## src/hw/rtl/assert_macros.svh

```systemverilog
// ----------------------------------------------------------------------------
// Assertion macros
// Shared concurrent assertion forms for the echo delay RTL.
// ----------------------------------------------------------------------------
`ifndef ASSERT_MACROS_SVH
`define ASSERT_MACROS_SVH

// The condition implies the consequent in the same cycle.
`define MTED_ASSERT_IMPL(name, ante, cons, msg) \
	name: assert property (@(posedge clk) disable iff (!arst_n) (ante) |-> (cons)) \
		else $error(msg);

// The condition implies the consequent in the next cycle.
`define MTED_ASSERT_NEXT(name, ante, cons, msg) \
	name: assert property (@(posedge clk) disable iff (!arst_n) (ante) |=> (cons)) \
		else $error(msg);

`endif

```

## src/hw/rtl/mted_pkg.sv

```systemverilog
// ----------------------------------------------------------------------------
// mted_pkg
// Types and constants shared by the multi-tap echo delay modules.
// ----------------------------------------------------------------------------
`default_nettype none

package mted_pkg;

	localparam int SAMPLE_W    = 16;
	localparam int GAIN_W      = 16;
	localparam int TAP_COUNT_W = 3;
	localparam int SPACING_W   = 14;
	localparam int CFG_IDX_W   = 4;
	localparam int CFG_DATA_W  = 16;
	localparam int NUM_GAINS   = 6;
	localparam int MAX_TAPS    = 6;
	localparam int TAP_LIMIT   = (MAX_TAPS < NUM_GAINS) ? MAX_TAPS : NUM_GAINS;
	localparam int GAIN_IDX_W  = $clog2(NUM_GAINS);
	localparam int PROD_W      = SAMPLE_W + GAIN_W + 1;
	localparam int SCALED_W    = PROD_W - 15;
	localparam int ACC_W       = SCALED_W + 3;

	localparam int DEF_DELAY_DEPTH = 16384;

	localparam logic [CFG_IDX_W-1:0] REG_TAP_COUNT   = CFG_IDX_W'(0);
	localparam logic [CFG_IDX_W-1:0] REG_TAP_SPACING = CFG_IDX_W'(1);
	localparam logic [CFG_IDX_W-1:0] REG_GAIN_0      = CFG_IDX_W'(2);
	localparam logic [CFG_IDX_W-1:0] REG_END         = CFG_IDX_W'(2 + NUM_GAINS);

	localparam logic [TAP_COUNT_W-1:0] RST_TAP_COUNT   = TAP_COUNT_W'(1);
	localparam logic [SPACING_W-1:0]   RST_TAP_SPACING = SPACING_W'(100);
	localparam logic [GAIN_W-1:0]      RST_GAIN_DRY    = GAIN_W'(32768);

	typedef struct packed {
		logic clear;
		logic valid;
	} mac_ctl_t;

endpackage

`default_nettype wire

```

## src/hw/rtl/mted_mac.sv

```systemverilog
// ----------------------------------------------------------------------------
// mted_mac
// Shared multiply-accumulate unit: one registered Q1.15 product per cycle,
// a wide accumulator and 16-bit saturation of the sum.
// ----------------------------------------------------------------------------
`default_nettype none

module mted_mac (
	input  wire logic                                 clk,
	input  wire logic                                 arst_n,
	input  wire mted_pkg::mac_ctl_t                   ctl,
	input  wire logic signed [mted_pkg::SAMPLE_W-1:0] operand,
	input  wire logic        [mted_pkg::GAIN_W-1:0]   gain,
	output logic                                      busy,
	output logic signed      [mted_pkg::SAMPLE_W-1:0] result
);
	import mted_pkg::*;

	localparam logic signed [ACC_W-1:0] SAT_MAX = ACC_W'(32767);
	localparam logic signed [ACC_W-1:0] SAT_MIN = -ACC_W'(32768);

	logic signed [GAIN_W:0]   gain_sx;
	logic signed [PROD_W-1:0] prod_s2;
	logic                     valid_s2;
	logic signed [SCALED_W-1:0] scaled;
	logic signed [ACC_W-1:0]  acc_q;

	assign gain_sx = $signed({1'b0, gain});
	assign scaled  = $signed(prod_s2[PROD_W-1:15]);

	always_ff @(posedge clk) begin
		prod_s2 <= operand * gain_sx;
	end

	always_ff @(posedge clk or negedge arst_n) begin
		if (!arst_n) begin
			valid_s2 <= 1'b0;
			acc_q    <= '0;
		end else begin
			valid_s2 <= ctl.valid;
			if (ctl.clear) begin
				acc_q <= '0;
			end else if (valid_s2) begin
				acc_q <= acc_q + ACC_W'(scaled);
			end
		end
	end

	always_comb begin
		priority if (acc_q > SAT_MAX) begin
			result = SAMPLE_W'(SAT_MAX);
		end else if (acc_q < SAT_MIN) begin
			result = SAMPLE_W'(SAT_MIN);
		end else begin
			result = acc_q[SAMPLE_W-1:0];
		end
	end

	assign busy = valid_s2;

endmodule

`default_nettype wire

```

## config.mk

```make
export PLATFORM = sky130hd
export DESIGN_NAME = mted_mac
export DESIGN_NICKNAME = d
export VERILOG_FILES = /design/src/hw/rtl/assert_macros.svh /design/src/hw/rtl/mted_pkg.sv /design/src/hw/rtl/mted_mac.sv
export SDC_FILE = /design/constraint.sdc
export NUM_CORES = 1
export LEC_CHECK = 0
export ABC_AREA = 1
export ABC_CLOCK_PERIOD_IN_PS = 1700
export BUFFER_PORTS_ARGS = -buffer_cell sky130_fd_sc_hd__buf_2
export CORE_AREA = 2 2 165 167
export CTS_BUF_LIST = sky130_fd_sc_hd__clkbuf_2
export CTS_CLUSTER_DIAMETER = 150
export DETAILED_ROUTE_END_ITERATION = 8
export DIE_AREA = 0 0 167 169
export GPL_TIMING_DRIVEN = 0
export HOLD_SLACK_MARGIN = 0.03
export MAX_ROUTING_LAYER = met4
export PLACE_DENSITY = 0.71
export REMOVE_ABC_BUFFERS = 1
export SETUP_SLACK_MARGIN = 0.4
export SYNTH_ARGS = -nofsm -noshare
export SYNTH_HDL_FRONTEND = slang
export SYNTH_SLANG_ARGS = --single-unit
```

## constraint.sdc

```tcl
create_clock -name clk -period 1.7 [get_ports clk]
set_input_delay 0.255 -clock clk [delete_from_list [all_inputs] [get_ports clk]]
set_output_delay 0.255 -clock clk [all_outputs]
set_load 0.02 [all_outputs]
```

# ---- After elaboration in Yosys (flattened, before gate mapping)
# Index checks and enable logic that the tools add are counted.
dict set report word_totals {
  regBits 55
  latch_bits 0
  ramBits 0
  mem_bits_ro 0
  in_bits 36
  word_cells 12
  memories 0
}
dict set report classes {
  addsub 1
  mul 1
  div 0
  n_lt_le_gt_ge 2
  eq_ne 0
  n_shift 0
  n_mux 4
  bitwise_logic 0
  reduce_logical 1
}
# op n
set ops {}
lappend ops {{$mux 21} 2}
lappend ops {{$mul 16x17->33} 1}
lappend ops {{$mux 16} 2}
lappend ops {{$add 21x18->21} 1}
lappend ops {{$gt 21x16->1 const B} 1}
lappend ops {{$lt 21x16->1 const B} 1}
lappend ops {{$reduce_bool 2->1} 1}

# ---- Logic depth before layout (Yosys ltp)
# Gate-level depths: netlist of run 1.
dict set report depth {
  depth_word 3
  ltp_mapped 25
}

# ---- Worst setup path after synthesis of run 1
# OpenSTA, ideal clock, no wires.
dict set report synth_timing {
  path_kind {input-to-reg}
  start {in gain[7] (netlist bit)}
  end {reg prod_s2[28]}
  setup_ps 112
  arrival_ps 5041
  required_time_ps 1588
  slack_ps -3453
  cell_stages 23
  cell_sequence {clkbuf_1 > clkbuf_1 > nand2_1 > fa_1 > inv_1 > fa_1 > inv_1 > fa_1 > inv_1 > fa_1 > fa_1 > inv_1 > fa_1 > inv_1 > ha_1 > a21oi_1 > o21ai_0 > a21oi_1 > nor2_1 > nor2_1 > nand2_1 > nand2_1 > nand2_1}
}
dict set report synth_between {
  elab_chain_cells 1
}
# element line
set synth_rtl {}
lappend synth_rtl {{start: declaration} mted_mac.sv:13} ;# input wire logic [mted_pkg::GAIN_W-1:0] gain,
lappend synth_rtl {{$mul 16x17->33} mted_mac.sv:32} ;# prod_s2 <= operand * gain_sx;
lappend synth_rtl {{end signal: assignment} mted_mac.sv:32}
lappend synth_rtl {{end: declaration} mted_mac.sv:23} ;# logic signed [PROD_W-1:0] prod_s2;
# Every way passes these cells.
# A chain may end at the register's enable or synchronous reset.

# ---- Worst setup path in the final report of run 1
dict set report layout_timing {
  start {in operand[15] (netlist bit)}
  end {reg prod_s2[28]}
}
dict set report layout_between {
  elab_chain_cells 1
}
# element line
set layout_rtl {}
lappend layout_rtl {{start: declaration} mted_mac.sv:12} ;# input wire logic signed [mted_pkg::SAMPLE_W-1:0] operand,
lappend layout_rtl {{$mul 16x17->33} mted_mac.sv:32}
# Every way passes these cells.

==> results.py, run 1 <==
metrics = {
    "floorplanning": {
        "initial_core_util_pct": 44.1,
        "placeableCoreArea_um2": 26500,
        "std_cell_rows": 60,
        "die_w_um": 167,
        "io_pins": 53,
        "die-area_um2": 28200,
        "die_h_um": 169,
    },
    "cells_and_area": {
        "area_growth_pct": 26.4,
        "finish.utilization_pct": 55.8,
        "diodes": 0,
        "drive_above_1_share_pct": 23.7,
        "nNetsFinal": 2074,
    },
    "sta": {
        "fin_crit_sh_pct": 271,
        "skew_ns": 0.0507,
        "finalSetupViolCount": 40,
        "max_slew_margin_pct": 62.8,
        "layout_setup_ws_ns": -2.91,
        "finalMaxSlewViolations": 0,
        "worst_pin_slew_ns": 0.559,
        "post-route-min-period_ns": 4.61,
        "clock.fmax_mhz": 217,
        "timing.hold.ws_ns": 0.140,
        "hold_viol": 0,
        "rsz0062_at_grt": "yes",
    },
    "run": {
        "cap_violations": 0,
    },
    "worst_setup_path": {
        "end_kind": "register",
        "r2r_slack_ns": -0.16,
        "worst_path_max_delay_cell": "fa_1",
        "timing.critical_path.cells": "buf_8, clkinvlp_4, or2_4, fa_1, fa_1, inv_1, fa_1, fa_2, fa_1, inv_1, fa_1, inv_2, ha_4, a21oi_4, o21ai_2, a21oi_2, nor2_1, nor2_1, nand2_1, nand2_1, nand2_1",
        "rr_endpoint": "acc_q[17]$_DFFE_PN0P_",
        "worstReg2RegStart": "acc_q[15]$_DFFE_PN0P_",
        "crit_top_cell": "fa_1",
        "slowest_delay_ns": 0.50,
        "cp_num_cells": 21,
        "crit_path_max_fanout": 4,
        "path_class": "input port to register",
        "cp_num_buf_inv": 5,
        "cp.arrival_ns": 4.93,
        "startpoint_type": "input port",
        "reg2reg_depth": 9,
        "required_ns": 2.03,
        "path_delay_family": "adder cells",
    },
    "clock_tree": {
        "h-tree-depth": 2,
        "cts_buffers": 5,
        "cts_root_buf": "clkbuf_2",
        "cts.sinks": 40,
        "clk_latency_ns": 0.45,
        "cts_buffer_depth": 2,
        "clk_pin_slew_ns": 0.26,
        "cts_tree": "yes",
    },
    "detailed_routing": {
        "firstDrtPassIters": 6,
        "drtIter0Drc": 737,
        "met2_length_mm": 16.5,
        "routed_wl_mm": 31.8,
        "wl_met3_mm": 1.37,
        "top_layer_used": "met4",
        "drc": 0,
        "wl_met1_mm": 13.3,
        "vias_per_cell": 5.16,
        "route.detailed.wl_per_inst_um": 15.6,
        "via_count": 10600,
        "postRouteAntennaNets": 0,
    },
    "synthesis": {
        "synth_cell_type_count": 30,
        "synth_cells": 1641,
        "synth_seq_cells": 40,
        "ys_warn_count": 0,
        "seq_area_frac_synth_pct": 7.79,
        "syn_avg_cell_area_um2": 7.12,
        "syn-cell-area_um2": 11700,
    },
    "placement": {
        "pre_cts_slack_ns": -3.83,
        "io_buffers": 52,
        "gp_congestion": 0.957,
        "dp_hpwl_mm": 23.2,
    },
    "min_path": {
        "hold_depth": 4,
        "hold-path-endpoint": "acc_q[18]$_DFFE_PN0P_",
        "hold_path_startpoint": "ctl[1]",
        "min_path_type": "input port to register",
    },
    "global_routing": {
        "grt-ovfl-total": 0,
        "grt_pass1_wl_mm": 51.2,
        "grt_pass1_vias": 11000,
        "track_usage_pct": 22.4,
        "antenna_found_initial": 0,
        "grt_max_degree": 23,
    },
    "run_status": {
        "violations": "negative setup slack",
        "outcome": "finished, violations left",
    },
}
==> cells in the mapped netlist <==
| cell | instances | area share (%) |
|---|---|---|
| nor4_1 | 3 | 0.16 |
| a21o_1 | 3 | 0.19 |
| and2_1 | 1 | 0.054 |
| dfxtp_1 | 18 | 3.1 |
| or2_2 | 6 | 0.32 |
| xnor2_1 | 4 | 0.30 |
| o21ai_1 | 1 | 0.043 |
| nand3b_1 | 1 | 0.064 |
| nand3_1 | 45 | 1.9 |
| fa_1 | 194 | 33 |
| ha_1 | 139 | 15 |
| nor2_1 | 82 | 2.6 |
| nor3_1 | 9 | 0.39 |
| a31oi_1 | 2 | 0.11 |
| xor2_1 | 4 | 0.30 |
| inv_1 | 436 | 14 |
| o31ai_1 | 1 | 0.064 |
| nand2_1 | 457 | 15 |
| nor2_4 | 1 | 0.096 |
| clkbuf_1 | 58 | 1.9 |
| o21ai_0 | 65 | 2.8 |
| o21bai_1 | 4 | 0.26 |
| o22ai_1 | 5 | 0.27 |
| buf_1 | 1 | 0.032 |
| dfrtp_1 | 22 | 4.7 |
| nand2_2 | 3 | 0.16 |
| nand4_1 | 7 | 0.37 |
| o21ai_2 | 1 | 0.075 |
| o21a_1 | 3 | 0.19 |
| a21oi_1 | 65 | 2.8 |
==> worst register-to-register path: stages (launching register included) <==
cell	delay [ns]
dfrtp_1	0.48
buf_6	0.13
buf_6	0.11
ha_4	0.32
nand2_4	0.10
nor4_4	0.22
nand2_1	0.16
nand3_1	0.12
nand2_1	0.06
o21ai_1	0.11
==> how the worst max path moves through the flow <==
| stage | from | endpoint | slack (ns) |
|---|---|---|---|
| after global placement | operand[15] | prod_s2[30]$_DFF_P_ | -3.82 |
| after global routing | operand[15] | prod_s2[26]$_DFF_P_ | -3.06 |
| after floorplan | operand[15] | prod_s2[28]$_DFF_P_ | -3.11 |
| after CTS | operand[15] | prod_s2[26]$_DFF_P_ | -2.94 |
| after detailed placement | operand[15] | prod_s2[30]$_DFF_P_ | -3.83 |
| final | operand[15] | prod_s2[28]$_DFF_P_ | -2.91 |
==> layer usage <==
metal	global-route usage (%)	up-vias
met5	-	-
met4	5.36	0
met3	1.50	77
met2	40.7	345
met1	27.5	5178
li1	-	4956
==> logic make-up (layout without fill, tap and decap cells) <==
logic type	after synthesis	count (layout)	synth area share, %
and+or+nand+nor	615	615	20.9
buffers and inverters	495	559	15.9
adders and majority gates	333	333	48.1
AOI/OAI and AO/OA	150	151	6.76
DFF	40	40	7.79
xor gates and xnor gates	8	8	0.599
==> through the flow <==
| step | area [um2] | TNS [ns] | instances |
|---|---|---|---|
| after detailed placement | 12200 | -81.62 | 1975 |
| after CTS | 13800 | -56.80 | 2025 |
| final | 14800 | -57.51 | 2047 |
| after global placement | 12200 | -79.31 | 1975 |
| after floorplan | 11500 | -56.88 | 1582 |
| after global routing | 14800 | -61.42 | 2047 |
==> flip-flops by register name, summed over array words and instances (netlist names) <==
signal,cells
acc_q,21
busy,1
prod_s2,18
==> timing repair <==
action,4_1_cts,5_1_grt
buffers inserted,38,20
cloned,2,2
endpoints found under the setup margin,55,56
resized for setup,323,217
hold buffers,2,0
hold endpoints to repair,23,0
pin swaps,70,95
==> area by class of cell <==
type | instances | area [um2]
tap | 341 | 427
inverter | 436 | 1640
fill | 2295 | 11700
clock buffer | 6 | 30.0
sequential | 40 | 915
multi-input combinational | 1107 | 10500
clock inverter | 2 | 15.0
timing repair buffer | 115 | 1240
==> placed cells by master (no fill, tap or decap), drive strengths merged, types with 3 or more instances in the layout <==
| cell type | synthesis | routed |
|---|---|---|
| buf | 1 | 106 |
| dfrtp | 22 | 22 |
| xnor2 | 4 | 4 |
| o21bai | 4 | 4 |
| or2 | 6 | 6 |
| clkbuf | 58 | 13 |
| o21a | 3 | 3 |
| a21o | 3 | 3 |
| fa | 194 | 194 |
| nor3 | 9 | 9 |
| xor2 | 4 | 4 |
| dfxtp | 18 | 18 |
| nand2 | 460 | 460 |
| ha | 139 | 139 |
| nand3 | 45 | 45 |
| a21oi | 65 | 65 |
| nor2 | 83 | 83 |
| o22ai | 5 | 5 |
| o21ai | 67 | 67 |
| nand4 | 7 | 7 |
| nor4 | 3 | 3 |
| inv | 436 | 435 |
| a31oi | 2 | 3 |
Power of run 1 is left out: the tool's default activity adds up to more than one toggle a clock period on the data nets, which glitch-free logic cannot reach.
==> inputs of run 2 (changes only) <==
--- a/config.mk
+++ b/config.mk
@@ -16,7 +16,6 @@
 export GPL_TIMING_DRIVEN = 0
 export HOLD_SLACK_MARGIN = 0.03
 export MAX_ROUTING_LAYER = met4
-export PLACE_DENSITY = 0.71
 export REMOVE_ABC_BUFFERS = 1
 export SETUP_SLACK_MARGIN = 0.4
 export SYNTH_ARGS = -nofsm -noshare
==> run 2 against run 1 <==
Compared with the run above: the flow still finishes with violations (negative setup slack); clock-buffer cell count is the same; non-clock buffer count shrank 10; core utilization shrank 1.1 points; setup slack lost 0.013 ns; register-to-register slack gained 0.06 ns; flip-flop and latch count is the same; hold slack gained 0.023 ns; wire length shrank 4.6%; clock skew shrank 0.032 ns; maximum frequency shrank 0.28%; critical path depth grew 2; largest cell class unchanged.
==> results.py, run 2 (synthesis gave the netlist of run 1 again) <==
metrics = {
    "cells_and_area": {
        "diodes": 0,
        "largest-register": "acc_q",
        "largest_reg_flops": 21,
        "nNetsFinal": 2064,
        "layout_common_cells": "inv_1 (418), nand2_1 (396), fa_1 (191)",
        "area_growth_pct": 23.9,
        "final_common_cell": "inv_1",
        "drive_above_1_share_pct": 22.5,
    },
    "sta": {
        "clock.fmax_mhz": 216,
        "max_slew_margin_pct": 63.7,
        "rsz0062_at_grt": "yes",
        "fin_crit_sh_pct": 272,
        "post-route-min-period_ns": 4.62,
        "skew_ns": 0.0182,
        "worst_pin_slew_ns": 0.545,
        "finalMaxSlewViolations": 0,
        "hold_viol": 0,
        "finalSetupViolCount": 40,
        "layout_setup_ws_ns": -2.92,
    },
    "clock_tree": {
        "clk_pin_slew_ns": 0.22,
        "h-tree-depth": 2,
        "cts_buffer_depth": 2,
        "cts_tree": "yes",
        "cts.sinks": 40,
        "cts_root_buf": "clkbuf_2",
        "cts_buffers": 5,
        "clk_latency_ns": 0.40,
    },
    "global_routing": {
        "grt-ovfl-total": 0,
        "antenna_found_initial": 0,
        "grt_pass1_vias": 10800,
        "track_usage_pct": 22.8,
        "grt_pass1_wl_mm": 51.7,
        "grt_max_degree": 23,
    },
    "detailed_routing": {
        "wl_met3_mm": 1.07,
        "route.detailed.wl_per_inst_um": 14.9,
        "drc": 0,
        "postRouteAntennaNets": 0,
        "top_layer_used": "met4",
        "drtIter0Drc": 474,
        "vias_per_cell": 5.01,
        "routed_wl_mm": 30.4,
        "met2_length_mm": 15.6,
        "wl_met1_mm": 13.2,
        "via_count": 10200,
        "firstDrtPassIters": 6,
    },
    "floorplanning": {
        "placeableCoreArea_um2": 26500,
        "io_pins": 53,
        "die_w_um": 167,
        "die_h_um": 169,
        "std_cell_rows": 60,
        "die-area_um2": 28200,
        "initial_core_util_pct": 44.1,
    },
    "worst_setup_path": {
        "rr_endpoint": "acc_q[19]$_DFFE_PN0P_",
        "cp.arrival_ns": 4.95,
        "path_class": "input port to register",
        "end_kind": "register",
        "crit_path_max_fanout": 16,
        "startpoint_type": "input port",
        "startpoint": "operand[4]",
        "crit_path_end": "prod_s2[27]$_DFF_P_",
        "reg2reg_depth": 11,
        "r2r_slack_ns": -0.10,
        "required_ns": 2.03,
        "worstReg2RegStart": "acc_q[15]$_DFFE_PN0P_",
    },
    "placement": {
        "io_buffers": 52,
        "pre_cts_slack_ns": -3.98,
        "dp_hpwl_mm": 23.5,
        "gp_congestion": 0.920,
    },
    "min_path": {
        "min_path_type": "input port to register",
        "hold_path_startpoint": "ctl[1]",
    },
    "run_status": {
        "outcome": "finished, violations left",
        "violations": "negative setup slack",
    },
    "run": {
        "cap_violations": 0,
    },
}
run 2: cell types whose count changed in the layout (fill, tap and decap cells not counted), sizes merged:
cell,previous run,this run
clkbuf,13,7
buf,106,102
run 2: stage by stage:
step	hold slack (ns)	util (%)	cell area, um2	std cells	TNS, ns
finish	0.162	54.7	14500	2037	-56.21
global placement	0.277	45.9	12200	1975	-82.13
global route	0.153	54.7	14500	2037	-61.68
CTS	0.165	52.5	13900	2025	-56.98
detailed placement	0.277	45.9	12200	1975	-84.65
floorplan	-0.0406	-	11500	1582	-56.88
run 2: layout make-up:
class / instances / area, um2
timing repair buffer: 105 / 1040
inverter: 436 / 1640
tap: 341 / 427
multi-input combinational: 1107 / 10400
sequential: 40 / 913
fill: 2516 / 12000
clock buffer: 6 / 30.0
clock inverter: 2 / 15.0
run 2: timing repair:
item                                    CTS  global route
pin swaps                                93            72
gates cloned                              1             1
setup buffers                            39            11
endpoints found under the hold margin    23             0
endpoints found under the setup margin   55            56
resized for setup                       349           142
hold buffers                              2             0
run 2: worst min path at each step:
stage / cells past startpoint / slack, ns / end
after floorplan: 0 / -0.04 / acc_q[0]$_DFFE_PN0P_
after detailed placement: 1 / 0.28 / acc_q[2]$_DFFE_PN0P_
after global placement: 1 / 0.28 / acc_q[1]$_DFFE_PN0P_
final: 4 / 0.16 / acc_q[15]$_DFFE_PN0P_
after global routing: 4 / 0.15 / acc_q[15]$_DFFE_PN0P_
after CTS: 4 / 0.17 / acc_q[15]$_DFFE_PN0P_
run 2: worst max-delay path, stage by stage:
cell	delay [ns]
buf_12	0.13
nand2_1	0.07
inv_1	0.05
fa_1	0.55
inv_2	0.05
fa_2	0.57
fa_1	0.42
inv_2	0.07
fa_1	0.43
fa_1	0.52
inv_1	0.05
fa_1	0.51
inv_2	0.06
ha_4	0.26
buf_12	0.13
a21oi_4	0.16
o21ai_2	0.10
a21oi_2	0.19
nor2_2	0.07
nor2_2	0.12
nand2_1	0.06
nand2_1	0.05
nand2_1	0.06
run 2: per-layer routing:
metal  global-route usage (%)  vias to the layer above
met5                        -                        -
met4                     4.20                        0
met3                     1.75                       40
met2                     41.0                      210
met1                     28.3                     5000
li1                         -                     4948
Power of run 2 is left out for the same reason.
